File: config.mk
export PLATFORM = sky130hd
export DESIGN_NAME = seven_segment_two_wire_writer_flat
export DESIGN_NICKNAME = d
export VERILOG_FILES = /design/src/design/ssw_pkg.sv /design/src/design/ssw_if.sv /design/src/design/ssw_ram.sv /design/src/design/ssw_out_stage.sv /design/src/design/seven_segment_two_wire_writer.sv /design/src/flat_wrapper.sv
export SDC_FILE = /design/constraint.sdc
export NUM_CORES = 1
export LEC_CHECK = 0
export BUFFER_PORTS_ARGS = -buffer_cell sky130_fd_sc_hd__buf_2
export CELL_PAD_IN_SITES_DETAIL_PLACEMENT = 1
export CELL_PAD_IN_SITES_GLOBAL_PLACEMENT = 2
export CORE_UTILIZATION = 30
export CTS_CLUSTER_DIAMETER = 80
export DETAILED_ROUTE_END_ITERATION = 8
export PLACE_DENSITY = 0.62
export SLEW_MARGIN = 10
export SYNTH_ARGS = -nofsm -noshare
export SYNTH_HDL_FRONTEND = slang
export SYNTH_SLANG_ARGS = --single-unit
File: constraint.sdc
create_clock -name i_clk -period 4.6 [get_ports i_clk]
set_clock_uncertainty 0.1 [all_clocks]
set_input_delay 0.46 -clock i_clk [delete_from_list [all_inputs] [get_ports i_clk]]
set_output_delay 0.46 -clock i_clk [all_outputs]
set_load 0.02 [all_outputs]
File: src/design/ssw_pkg.sv
// shared types, constants and the segment table for the two-wire display writer
// no dependencies; imported by ssw_out_stage, the top level and the testbench
`default_nettype none

package ssw_pkg;

    localparam int FRAME_BYTES = 8;
    localparam int PTR_W       = $clog2(FRAME_BYTES);
    localparam int LEN_W       = $clog2(FRAME_BYTES + 1);

    localparam logic [7:0] SEG_POINT   = 8'h80;
    localparam logic [7:0] CHAR_ZERO   = 8'h30;
    localparam logic [7:0] CHAR_NINE   = 8'h39;
    localparam logic [7:0] CHAR_COLON  = 8'h3a;
    localparam logic [2:0] MAX_CHARS   = 3'd5;
    localparam logic [2:0] COLON_INDEX = 3'd2;

    typedef enum logic [1:0] {
        OP_TICK   = 2'd0,
        OP_RAW    = 2'd1,
        OP_CHAR   = 2'd2,
        OP_START  = 2'd3
    } t_op;

    typedef enum logic [2:0] {
        PH_IDLE  = 3'd0,
        PH_START = 3'd1,
        PH_BITS  = 3'd2,
        PH_ACK   = 3'd3,
        PH_STOP  = 3'd4
    } t_phase;

    typedef struct packed {
        logic clk_level;
        logic dio_level;
        logic dio_release;
        logic busy_res;
        logic frame_done;
        logic ack_error;
        logic overflow;
    } t_result;

    // seven-segment code of a decimal digit
    function automatic logic [7:0] seg_code(input logic [3:0] digit);
        logic [7:0] code;
        case (digit)
            4'd0:    code = 8'h3f;
            4'd1:    code = 8'h06;
            4'd2:    code = 8'h5b;
            4'd3:    code = 8'h4f;
            4'd4:    code = 8'h66;
            4'd5:    code = 8'h6d;
            4'd6:    code = 8'h7d;
            4'd7:    code = 8'h07;
            4'd8:    code = 8'h7f;
            4'd9:    code = 8'h6f;
            default: code = 8'h00;
        endcase
        return code;
    endfunction

endpackage

`default_nettype wire

File: src/design/ssw_if.sv
// valid/ready channel interfaces for the display writer input and result streams
// no dependencies
`default_nettype none

interface ssw_in_if;
    logic       valid;
    logic       ready;
    logic [1:0] operation;
    logic [7:0] value;
    logic       dio_in;

    modport source (output valid, output operation, output value, output dio_in, input ready);
    modport sink   (input valid, input operation, input value, input dio_in, output ready);
endinterface

interface ssw_out_if;
    logic valid;
    logic ready;
    logic clk_level;
    logic dio_level;
    logic dio_release;
    logic busy_res;
    logic frame_done;
    logic ack_error;
    logic overflow;

    modport source (output valid, output clk_level, output dio_level, output dio_release,
                    output busy_res, output frame_done, output ack_error, output overflow,
                    input ready);
    modport sink   (input valid, input clk_level, input dio_level, input dio_release,
                    input busy_res, input frame_done, input ack_error, input overflow,
                    output ready);
endinterface

`default_nettype wire

File: src/design/ssw_ram.sv
// generic single-port-write, single-port-read ram with registered read data
// no dependencies
`default_nettype none

module ssw_ram #(
    parameter int WIDTH = 8,
    parameter int DEPTH = 8
) (
    input  wire logic                     i_clk,
    input  wire logic                     i_wr_en,
    input  wire logic [$clog2(DEPTH)-1:0] i_wr_addr,
    input  wire logic [WIDTH-1:0]         i_wr_data,
    input  wire logic [$clog2(DEPTH)-1:0] i_rd_addr,
    output logic      [WIDTH-1:0]         o_rd_data
);

    logic [WIDTH-1:0] r_mem [DEPTH];

    always_ff @(posedge i_clk) begin
        if (i_wr_en) begin
            r_mem[i_wr_addr] <= i_wr_data;
        end
        o_rd_data <= r_mem[i_rd_addr];
    end

endmodule

`default_nettype wire

File: src/design/ssw_out_stage.sv
// two-entry result buffer: main register plus skid register
// depends on ssw_pkg and ssw_if
`default_nettype none

module ssw_out_stage
    import ssw_pkg::*;
(
    input  wire logic    i_clk,
    input  wire logic    i_rst_n,
    input  wire logic    i_push,
    input  wire t_result i_result,
    output logic         o_can_push,
    ssw_out_if.source    o_out
);

    logic    r_main_valid;
    logic    r_skid_valid;
    t_result r_main;
    t_result r_skid;
    logic    pop;

    assign pop        = r_main_valid && o_out.ready;
    assign o_can_push = !r_skid_valid;

    always_ff @(posedge i_clk) begin
        if (!i_rst_n) begin
            r_main_valid <= 1'b0;
            r_skid_valid <= 1'b0;
        end else if (!r_main_valid || pop) begin
            if (r_skid_valid) begin
                r_main_valid <= 1'b1;
                r_skid_valid <= 1'b0;
            end else begin
                r_main_valid <= i_push;
            end
        end else if (i_push) begin
            r_skid_valid <= 1'b1;
        end
    end

    always_ff @(posedge i_clk) begin
        if (!r_main_valid || pop) begin
            r_main <= r_skid_valid ? r_skid : i_result;
        end else if (i_push) begin
            r_skid <= i_result;
        end
    end

    assign o_out.valid       = r_main_valid;
    assign o_out.clk_level   = r_main.clk_level;
    assign o_out.dio_level   = r_main.dio_level;
    assign o_out.dio_release = r_main.dio_release;
    assign o_out.busy_res    = r_main.busy_res;
    assign o_out.frame_done  = r_main.frame_done;
    assign o_out.ack_error   = r_main.ack_error;
    assign o_out.overflow    = r_main.overflow;

endmodule

`default_nettype wire

File: src/design/seven_segment_two_wire_writer.sv
// top level of the two-wire display writer: frame buffer, bus sequencer, result buffer
// depends on ssw_pkg, ssw_if, ssw_ram and ssw_out_stage
//
//  channel  | dir | payload                                            | accepted when
//  ---------+-----+----------------------------------------------------+---------------
//  i_in     | in  | operation, value, dio_in                           | valid & ready
//  o_out    | out | clk_level, dio_level, dio_release, busy_res,       | valid & ready
//           |     | frame_done, ack_error, overflow                    |
//
// one transaction is taken every cycle while i_in.ready is high; each gives one registered result
// the frame buffer ram is read ahead: its read address follows the next
// state, so the byte a transaction needs is already on the read port when it arrives
// a write to the entry being read is forwarded through a bypass register
// i_in.ready drops only while both result registers are full (o_out stalled)
// synchronous active-low reset; the frame buffer has no reset and no clearing pass
`default_nettype none

module seven_segment_two_wire_writer
    import ssw_pkg::*;
(
    input  wire logic i_clk,
    input  wire logic i_rst_n,
    ssw_in_if.sink    i_in,
    ssw_out_if.source o_out
);

    // bus sequencer state
    t_phase           r_phase,    n_phase;
    logic             r_half,     n_half;
    logic [2:0]       r_bit_cnt,  n_bit_cnt;
    logic [LEN_W-1:0] r_byte_ptr, n_byte_ptr;
    logic [7:0]       r_shift,    n_shift;
    logic             r_nack,     n_nack;

    // frame buffer bookkeeping
    logic [LEN_W-1:0] r_frame_len, n_frame_len;
    logic [2:0]       r_char_idx,  n_char_idx;

    // ram port and read-during-write bypass
    logic             ram_wr_en;
    logic [PTR_W-1:0] ram_wr_addr;
    logic [7:0]       ram_wr_data;
    logic [PTR_W-1:0] ram_rd_addr;
    logic [7:0]       ram_rd_data;
    logic             r_byp_valid, n_byp_valid;
    logic [7:0]       r_byp_data;
    logic [7:0]       rd_byte;

    // transaction handshake and decoded fields
    logic             accept;
    logic             can_push;
    t_op              op;
    logic [7:0]       digit_off;
    logic             is_digit;

    // byte load at end of start or ack slot
    logic             do_load;
    logic [LEN_W-1:0] load_ptr;
    logic [LEN_W-1:0] ptr_next;

    logic             flag_done;
    logic             flag_err;
    logic             flag_ovf;
    t_result          result;

    assign accept     = i_in.valid && i_in.ready;
    assign i_in.ready = can_push;
    assign op         = t_op'(i_in.operation);
    assign digit_off  = i_in.value - CHAR_ZERO;
    assign is_digit   = (i_in.value >= CHAR_ZERO) && (i_in.value <= CHAR_NINE);
    assign ptr_next   = r_byte_ptr + LEN_W'(1);
    assign rd_byte    = r_byp_valid ? r_byp_data : ram_rd_data;

    ssw_ram #(
        .WIDTH (8),
        .DEPTH (FRAME_BYTES)
    ) u_frame_ram (
        .i_clk     (i_clk),
        .i_wr_en   (ram_wr_en),
        .i_wr_addr (ram_wr_addr),
        .i_wr_data (ram_wr_data),
        .i_rd_addr (ram_rd_addr),
        .o_rd_data (ram_rd_data)
    );

    // next state, buffer writes and per-transaction flags
    always_comb begin
        n_phase     = r_phase;
        n_half      = r_half;
        n_bit_cnt   = r_bit_cnt;
        n_byte_ptr  = r_byte_ptr;
        n_shift     = r_shift;
        n_nack      = r_nack;
        n_frame_len = r_frame_len;
        n_char_idx  = r_char_idx;
        ram_wr_en   = 1'b0;
        ram_wr_addr = r_frame_len[PTR_W-1:0];
        ram_wr_data = i_in.value;
        do_load     = 1'b0;
        load_ptr    = r_byte_ptr;
        flag_done   = 1'b0;
        flag_err    = 1'b0;
        flag_ovf    = 1'b0;

        if (accept) begin
            case (op)
                OP_TICK: begin
                    case (r_phase)
                        PH_START: begin
                            if (!r_half) begin
                                n_half = 1'b1;
                            end else begin
                                do_load = 1'b1;
                            end
                        end
                        PH_BITS: begin
                            if (!r_half) begin
                                n_half = 1'b1;
                            end else if (r_bit_cnt == 3'd7) begin
                                n_phase = PH_ACK;
                                n_half  = 1'b0;
                            end else begin
                                n_bit_cnt = r_bit_cnt + 3'd1;
                                n_half    = 1'b0;
                            end
                        end
                        PH_ACK: begin
                            // ack sampled as the clock rises
                            if (!r_half) begin
                                if (i_in.dio_in) begin
                                    n_nack = 1'b1;
                                end
                                n_half = 1'b1;
                            end else begin
                                n_byte_ptr = ptr_next;
                                load_ptr   = ptr_next;
                                do_load    = 1'b1;
                            end
                        end
                        PH_STOP: begin
                            if (!r_half) begin
                                n_half = 1'b1;
                            end else begin
                                // frame consumed
                                n_phase     = PH_IDLE;
                                n_half      = 1'b0;
                                n_frame_len = '0;
                                n_char_idx  = '0;
                                n_byte_ptr  = '0;
                                flag_done   = 1'b1;
                                flag_err    = r_nack;
                            end
                        end
                        default: begin
                        end
                    endcase
                end
                OP_RAW: begin
                    if (r_phase != PH_IDLE || r_frame_len >= LEN_W'(FRAME_BYTES)) begin
                        flag_ovf = 1'b1;
                    end else begin
                        ram_wr_en   = 1'b1;
                        n_frame_len = r_frame_len + LEN_W'(1);
                    end
                end
                OP_CHAR: begin
                    if (r_phase != PH_IDLE || r_char_idx >= MAX_CHARS) begin
                        flag_ovf = 1'b1;
                    end else if (i_in.value == CHAR_COLON && r_char_idx == COLON_INDEX
                                 && !is_digit) begin
                        // colon lights the point of the previous digit
                        if (r_frame_len != '0) begin
                            ram_wr_en   = 1'b1;
                            ram_wr_addr = PTR_W'(r_frame_len - LEN_W'(1));
                            ram_wr_data = rd_byte | SEG_POINT;
                        end
                        n_char_idx = r_char_idx + 3'd1;
                    end else if (r_frame_len >= LEN_W'(FRAME_BYTES)) begin
                        flag_ovf = 1'b1;
                    end else begin
                        ram_wr_en   = 1'b1;
                        ram_wr_data = is_digit ? seg_code(digit_off[3:0]) : 8'h00;
                        n_frame_len = r_frame_len + LEN_W'(1);
                        n_char_idx  = r_char_idx + 3'd1;
                    end
                end
                OP_START: begin
                    if (r_phase == PH_IDLE) begin
                        n_phase    = PH_START;
                        n_half     = 1'b0;
                        n_bit_cnt  = '0;
                        n_byte_ptr = '0;
                        n_nack     = 1'b0;
                    end
                end
                default: begin
                end
            endcase
        end

        // next byte of the frame or the stop condition
        if (do_load) begin
            n_half = 1'b0;
            if (load_ptr < r_frame_len && load_ptr < LEN_W'(FRAME_BYTES)) begin
                n_shift   = rd_byte;
                n_bit_cnt = '0;
                n_phase   = PH_BITS;
            end else begin
                n_phase = PH_STOP;
            end
        end
    end

    // read address for the coming cycle: last stored byte while idle,
    // otherwise the byte the next load will want
    always_comb begin
        case (n_phase)
            PH_IDLE:  ram_rd_addr = PTR_W'(n_frame_len - LEN_W'(1));
            PH_START: ram_rd_addr = n_byte_ptr[PTR_W-1:0];
            default:  ram_rd_addr = PTR_W'(n_byte_ptr + LEN_W'(1));
        endcase
        n_byp_valid = ram_wr_en && (ram_wr_addr == ram_rd_addr);
    end

    // line levels of the half period after this transaction
    always_comb begin
        result             = '0;
        result.clk_level   = 1'b1;
        result.dio_level   = 1'b1;
        result.dio_release = 1'b0;
        case (n_phase)
            PH_START: begin
                result.dio_level = !n_half;
            end
            PH_BITS: begin
                result.clk_level = n_half;
                result.dio_level = n_shift[n_bit_cnt];
            end
            PH_ACK: begin
                result.clk_level   = n_half;
                result.dio_level   = 1'b0;
                result.dio_release = 1'b1;
            end
            PH_STOP: begin
                result.clk_level = n_half;
                result.dio_level = 1'b0;
            end
            default: begin
            end
        endcase
        result.busy_res   = (n_phase != PH_IDLE);
        result.frame_done = flag_done;
        result.ack_error  = flag_err;
        result.overflow   = flag_ovf;
    end

    always_ff @(posedge i_clk) begin
        if (!i_rst_n) begin
            r_phase     <= PH_IDLE;
            r_half      <= 1'b0;
            r_bit_cnt   <= '0;
            r_byte_ptr  <= '0;
            r_nack      <= 1'b0;
            r_frame_len <= '0;
            r_char_idx  <= '0;
            r_byp_valid <= 1'b0;
        end else begin
            r_phase     <= n_phase;
            r_half      <= n_half;
            r_bit_cnt   <= n_bit_cnt;
            r_byte_ptr  <= n_byte_ptr;
            r_nack      <= n_nack;
            r_frame_len <= n_frame_len;
            r_char_idx  <= n_char_idx;
            r_byp_valid <= n_byp_valid;
        end
    end

    // payload registers
    always_ff @(posedge i_clk) begin
        r_shift    <= n_shift;
        r_byp_data <= ram_wr_data;
    end

    ssw_out_stage u_out_stage (
        .i_clk      (i_clk),
        .i_rst_n    (i_rst_n),
        .i_push     (accept),
        .i_result   (result),
        .o_can_push (can_push),
        .o_out      (o_out)
    );

    // buffer never written while a frame is on the bus
    a_no_write_busy: assert property (@(posedge i_clk) disable iff (!i_rst_n)
        ram_wr_en |-> (r_phase == PH_IDLE))
        else $error("frame buffer written while busy");

    // frame length bounded by the buffer depth
    a_len_bound: assert property (@(posedge i_clk) disable iff (!i_rst_n)
        r_frame_len <= LEN_W'(FRAME_BYTES))
        else $error("frame length beyond buffer");

    // idle bus always has the byte pointer rewound
    a_idle_ptr: assert property (@(posedge i_clk) disable iff (!i_rst_n)
        (r_phase == PH_IDLE) |-> (r_byte_ptr == '0))
        else $error("byte pointer not rewound when idle");

    // bypass only follows a write
    a_byp_src: assert property (@(posedge i_clk) disable iff (!i_rst_n)
        r_byp_valid |-> $past(ram_wr_en))
        else $error("bypass without write");

    // character count never passes the display width
    a_char_bound: assert property (@(posedge i_clk) disable iff (!i_rst_n)
        r_char_idx <= MAX_CHARS)
        else $error("character index out of range");

endmodule

`default_nettype wire

File: src/flat_wrapper.sv
// flat-port wrapper written by rule: the top's interface ports become plain ports
module seven_segment_two_wire_writer_flat import ssw_pkg::*;
  (i_clk, i_rst_n, i_in_valid, i_in_operation, i_in_value, i_in_dio_in, i_in_ready, o_out_valid, o_out_clk_level, o_out_dio_level, o_out_dio_release, o_out_busy_res, o_out_frame_done, o_out_ack_error, o_out_overflow, o_out_ready);
  ssw_in_if i_in_i ();
  ssw_out_if o_out_i ();
  input  wire logic i_clk;
  input  wire logic i_rst_n;
  input wire logic [$bits(i_in_i.valid)-1:0] i_in_valid;
  input wire logic [$bits(i_in_i.operation)-1:0] i_in_operation;
  input wire logic [$bits(i_in_i.value)-1:0] i_in_value;
  input wire logic [$bits(i_in_i.dio_in)-1:0] i_in_dio_in;
  output wire logic [$bits(i_in_i.ready)-1:0] i_in_ready;
  output wire logic [$bits(o_out_i.valid)-1:0] o_out_valid;
  output wire logic [$bits(o_out_i.clk_level)-1:0] o_out_clk_level;
  output wire logic [$bits(o_out_i.dio_level)-1:0] o_out_dio_level;
  output wire logic [$bits(o_out_i.dio_release)-1:0] o_out_dio_release;
  output wire logic [$bits(o_out_i.busy_res)-1:0] o_out_busy_res;
  output wire logic [$bits(o_out_i.frame_done)-1:0] o_out_frame_done;
  output wire logic [$bits(o_out_i.ack_error)-1:0] o_out_ack_error;
  output wire logic [$bits(o_out_i.overflow)-1:0] o_out_overflow;
  input wire logic [$bits(o_out_i.ready)-1:0] o_out_ready;
  assign i_in_i.valid = i_in_valid;
  assign i_in_i.operation = i_in_operation;
  assign i_in_i.value = i_in_value;
  assign i_in_i.dio_in = i_in_dio_in;
  assign i_in_ready = i_in_i.ready;
  assign o_out_valid = o_out_i.valid;
  assign o_out_clk_level = o_out_i.clk_level;
  assign o_out_dio_level = o_out_i.dio_level;
  assign o_out_dio_release = o_out_i.dio_release;
  assign o_out_busy_res = o_out_i.busy_res;
  assign o_out_frame_done = o_out_i.frame_done;
  assign o_out_ack_error = o_out_i.ack_error;
  assign o_out_overflow = o_out_i.overflow;
  assign o_out_i.ready = o_out_ready;
  seven_segment_two_wire_writer u_core (.i_clk(i_clk), .i_rst_n(i_rst_n), .i_in(i_in_i), .o_out(o_out_i));
endmodule
==> impl_results.md <==
* WL/cell at 18.8 um
* Top FF cell, synth: edfxtp_1
* Leak at 0.00289 uW
* Clk Latency, worst-skew pair at between 0.4 and 0.5 ns
* Minimum clock period at between 4 and 5 ns
* Grt total ovfl at 0
* WP data required at around 4.7 ns
* CTS tree: yes
* Met2 routed WL at 7810 um
* Syn-to-layout area delta at 18.0%
* Cell count after synthesis at 558
* Crit-path max FO at 8
* Slowest CP cell: o41ai_1
* Rows at 52
* Overall Global Routing Usage at 0.164
* Period utilisation layout at 0.884
* Die Y at 147 um
* Met3 wire len at about 470 um
* Worst min path class: in2reg
* Final TNS setup at 0 ns
* Post-synth EDFFs at 78
* Die W at 147 um
* Die area at 21600 um2
* Initial DRC Count at 208
* Vias in the first global route at 4701
* Register-to-Register Path Depth at 14
* Post CTS Setup Buffer Count at 0
* CTS sink cnt at ~120
* CP Capture Type: register
* Hold wc startpoint: i_rst_n
* Largest net degree at the start of global routing at 34
* Max Cap Viol at 0
* First-pass GRT wire length at 26700 um
* Relative slew slack at 0.353
* Via/cell ratio at 4.93
* Kind of start point of the critical path: register
* Async SR Flop Fraction at 0
* Final Hold Viols at 0
* Synth warnings at 0
* Via count at 4352
* Drc violations at 0
* Worst path arrival time at 4.16 ns
* R2R Setup Slk at between 0.5 and 0.6 ns
* Share of cells above drive strength 1 at 0.183
* I/O Buffers at 23
* Worst Tran Pin Value at 0.970 ns
* R2R Path Start: u_core.r_phase[2]
* Root Driver: clkbuf_16
* Unique masters post-synth at 72
* CTS max path bufs at 2
* DRT antenna net count at 0
* Core area at 20400 um2
* RSZ-0062 raised after global routing: false
* Cells along the critical path: and3b_1, nand3_1, nor2_1, mux2_2, ha_1, nor2b_1, o21a_1, o21ai_0, and4b_1, a21oi_1, a21boi_1, a211oi_1, a311oi_1, o41ai_1
* Hold-critical path depth at 2
* Synthesized cell area at 6310 um2
* Nets at 637
* Final wirelength at 16600 um
* Htree depth at 4
* I/O pin total at 24
* Initial core utilization at 0.309
* Post-CTS sizing at 0
* Worst VDD drop at 0.000276 V
* # diodes at 0
* CTS buffer count at 17
* Clock transition at path regs at around 0.07 ns
* Syn Nets at 595
* Crit Path Category: reg2reg
* Top sig layer: met4
* Pwr dens at 406 nW/um2
* R2R Path End: u_core.u_out_stage.o_out.dio_level
* First-pass DRT Iterations at 4
* Worst path max stage delay at 0.46 ns
* Max Clk Rate at 246 MHz
* #FFs+latches synth at ~120
* Final hold slack at ~0.3 ns
* Dpl hpwl at 12100 um
* Final setup fails at 0
* Slew Limit Fails at 0
* Gpl congestion at about 0.79
* Outcome: complete, no violations
* CTS Hold Bufs at 0
* Initial antenna violation count at 0
* Mapped Avg Cell Area at 11.3 um2
* Sequential area share after synthesis at 0.517
* Hold Path Sink: u_core.r_frame_len[2]
* Metal-1 WL at 8190 um
==> logic make-up (layout without fill, tap and decap cells) <==
| family | count (synthesis) | count (layout) | synth area share |
|---|---|---|---|
| mux | 71 | 71 | 0.115 |
| flops | 124 | 124 | 0.517 |
| buf+inv | 45 | 100 | 0.0347 |
| simple gates | 187 | 187 | 0.160 |
| xor+xnor | 8 | 8 | 0.0111 |
| compound gates | 101 | 101 | 0.118 |
| fa+ha+maj | 22 | 22 | 0.0436 |
==> final cells by class <==
cell class	instances	area, um2
Fill cell	2283	13000
Sequential cell	124	3260
Multi-Input combinational cell	389	2830
Clock buffer	17	425
Tap cell	270	338
Timing Repair Buffer	42	270
Clock inverter	15	223
Inverter	26	97.6
==> flip-flops by register name, indices dropped and copies added, names as in the netlist, 3 cells and up <==
signal / count
u_core.u_frame_ram.r_mem: 64
u_core.r_byp_data: 8
u_core.r_shift: 8
u_core.u_frame_ram.o_rd_data: 8
u_core.u_out_stage.r_skid: 7
u_core.r_byte_ptr: 4
u_core.r_frame_len: 4
u_core.r_bit_cnt: 3
u_core.r_char_idx: 3
u_core.r_phase: 3
==> per-stage QoR <==
stage          total power [uW]  setup WS [ns]  instance area [um2]   util  std cells
3_3_place_gp               1560          0.628                 6790  0.333        851
5_1_grt                    3130          0.195                 7440  0.364        883
4_1_cts                    3070          0.513                 7440  0.364        883
6_report                   3020          0.535                 7440  0.364        883
2_1_floorplan              1470          0.711                 6310      -        558
3_5_place_dp               1560          0.419                 6790  0.333        851
==> synthesized netlist by cell type (all sizes together) (3+ instances only) <==
| master | instances | area, um2 |
|---|---|---|
| dfxtp | 46 | 921 |
| nand2 | 49 | 184 |
| nor3b | 4 | 35.0 |
| o221ai | 6 | 52.6 |
| mux2 | 12 | 135 |
| and3 | 6 | 37.5 |
| o31ai | 3 | 27.5 |
| buf | 11 | 91.3 |
| a21oi | 24 | 120 |
| nand4bb | 3 | 38.8 |
| nor4 | 3 | 33.8 |
| xnor2 | 4 | 35.0 |
| o21ai | 27 | 139 |
| nand2b | 7 | 43.8 |
| a211o | 3 | 26.3 |
| nor2 | 49 | 186 |
| a211oi | 4 | 30.0 |
| ha | 22 | 275 |
| nand4 | 7 | 43.8 |
| clkbuf | 8 | 30.0 |
| nor2b | 10 | 70.1 |
| xor2 | 4 | 35.0 |
| a21o | 5 | 37.5 |
| mux2i | 59 | 591 |
| inv | 26 | 97.6 |
| o21a | 4 | 31.3 |
| nand3b | 3 | 22.5 |
| nand3 | 12 | 65.1 |
| or2 | 7 | 43.8 |
| o22ai | 7 | 56.3 |
| nor3 | 8 | 40.0 |
| edfxtp | 78 | 2340 |
| and2 | 9 | 56.3 |
==> how the worst max path moves through the flow <==
stage,slack (ns),end,cells past startpoint,startpoint
6_report,0.54,u_core.u_out_stage.o_out.dio_level,14,u_core.r_phase[2]
5_1_grt,0.19,u_core.u_out_stage.o_out.dio_level,14,u_core.r_phase[2]
4_1_cts,0.51,u_core.u_out_stage.o_out.dio_level,14,u_core.r_phase[2]
3_5_place_dp,0.42,u_core.u_out_stage.o_out.dio_level,16,i_in_operation[0]
3_3_place_gp,0.63,u_core.u_frame_ram.o_rd_data[2],10,i_in_operation[0]
2_1_floorplan,0.71,u_core.u_out_stage.o_out.dio_level,16,i_in_operation[0]
==> critical path, delay by kind of cell, from the launching register on <==
kind	cells	cell delay [ns]
AO/OA/AOI/OAI	7	1.50
AND/OR/NAND/NOR	5	1.26
multiplexers	1	0.36
flip-flops	1	0.31
adder cells (fa/ha/maj)	1	0.30
==> power breakdown <==
part	internal, uW	total, uW	leakage [uW]	switching (uW)
clock network	930	1480	0.000321	553
registers	1220	1230	0.00109	12.2
logic	122	304	0.00148	182
==> cells in the final DEF, fill, tap and decap left out, types with 4 or more instances in the layout <==
| cell | instances |
|---|---|
| a211oi_1 | 4 |
| a21o_1 | 5 |
| a21oi_1 | 24 |
| and2_1 | 9 |
| and3_1 | 6 |
| buf_2 | 23 |
| buf_4 | 18 |
| bufinv_16 | 4 |
| clkbuf_16 | 17 |
| dfxtp_1 | 46 |
| edfxtp_1 | 78 |
| ha_1 | 22 |
| inv_1 | 25 |
| inv_6 | 5 |
| inv_8 | 4 |
| mux2_2 | 12 |
| mux2i_1 | 59 |
| nand2_1 | 49 |
| nand2b_1 | 7 |
| nand3_1 | 11 |
| nand4_1 | 7 |
| nor2_1 | 48 |
| nor2b_1 | 9 |
| nor3_1 | 8 |
| o21ai_0 | 23 |
| o221ai_1 | 6 |
| o22ai_1 | 5 |
| or2_2 | 6 |
| xnor2_1 | 4 |
| xor2_1 | 4 |
==> routing by layer <==
| layer | vias to the layer above | track usage |
|---|---|---|
| met4 | 0 | 0.0418 |
| met2 | 55 | 0.272 |
| met3 | 11 | 0.0339 |
| li1 | 2139 | - |
| met5 | - | 0 |
| met1 | 2147 | 0.218 |
No activity file was read; power rests on OpenSTA's default activity.
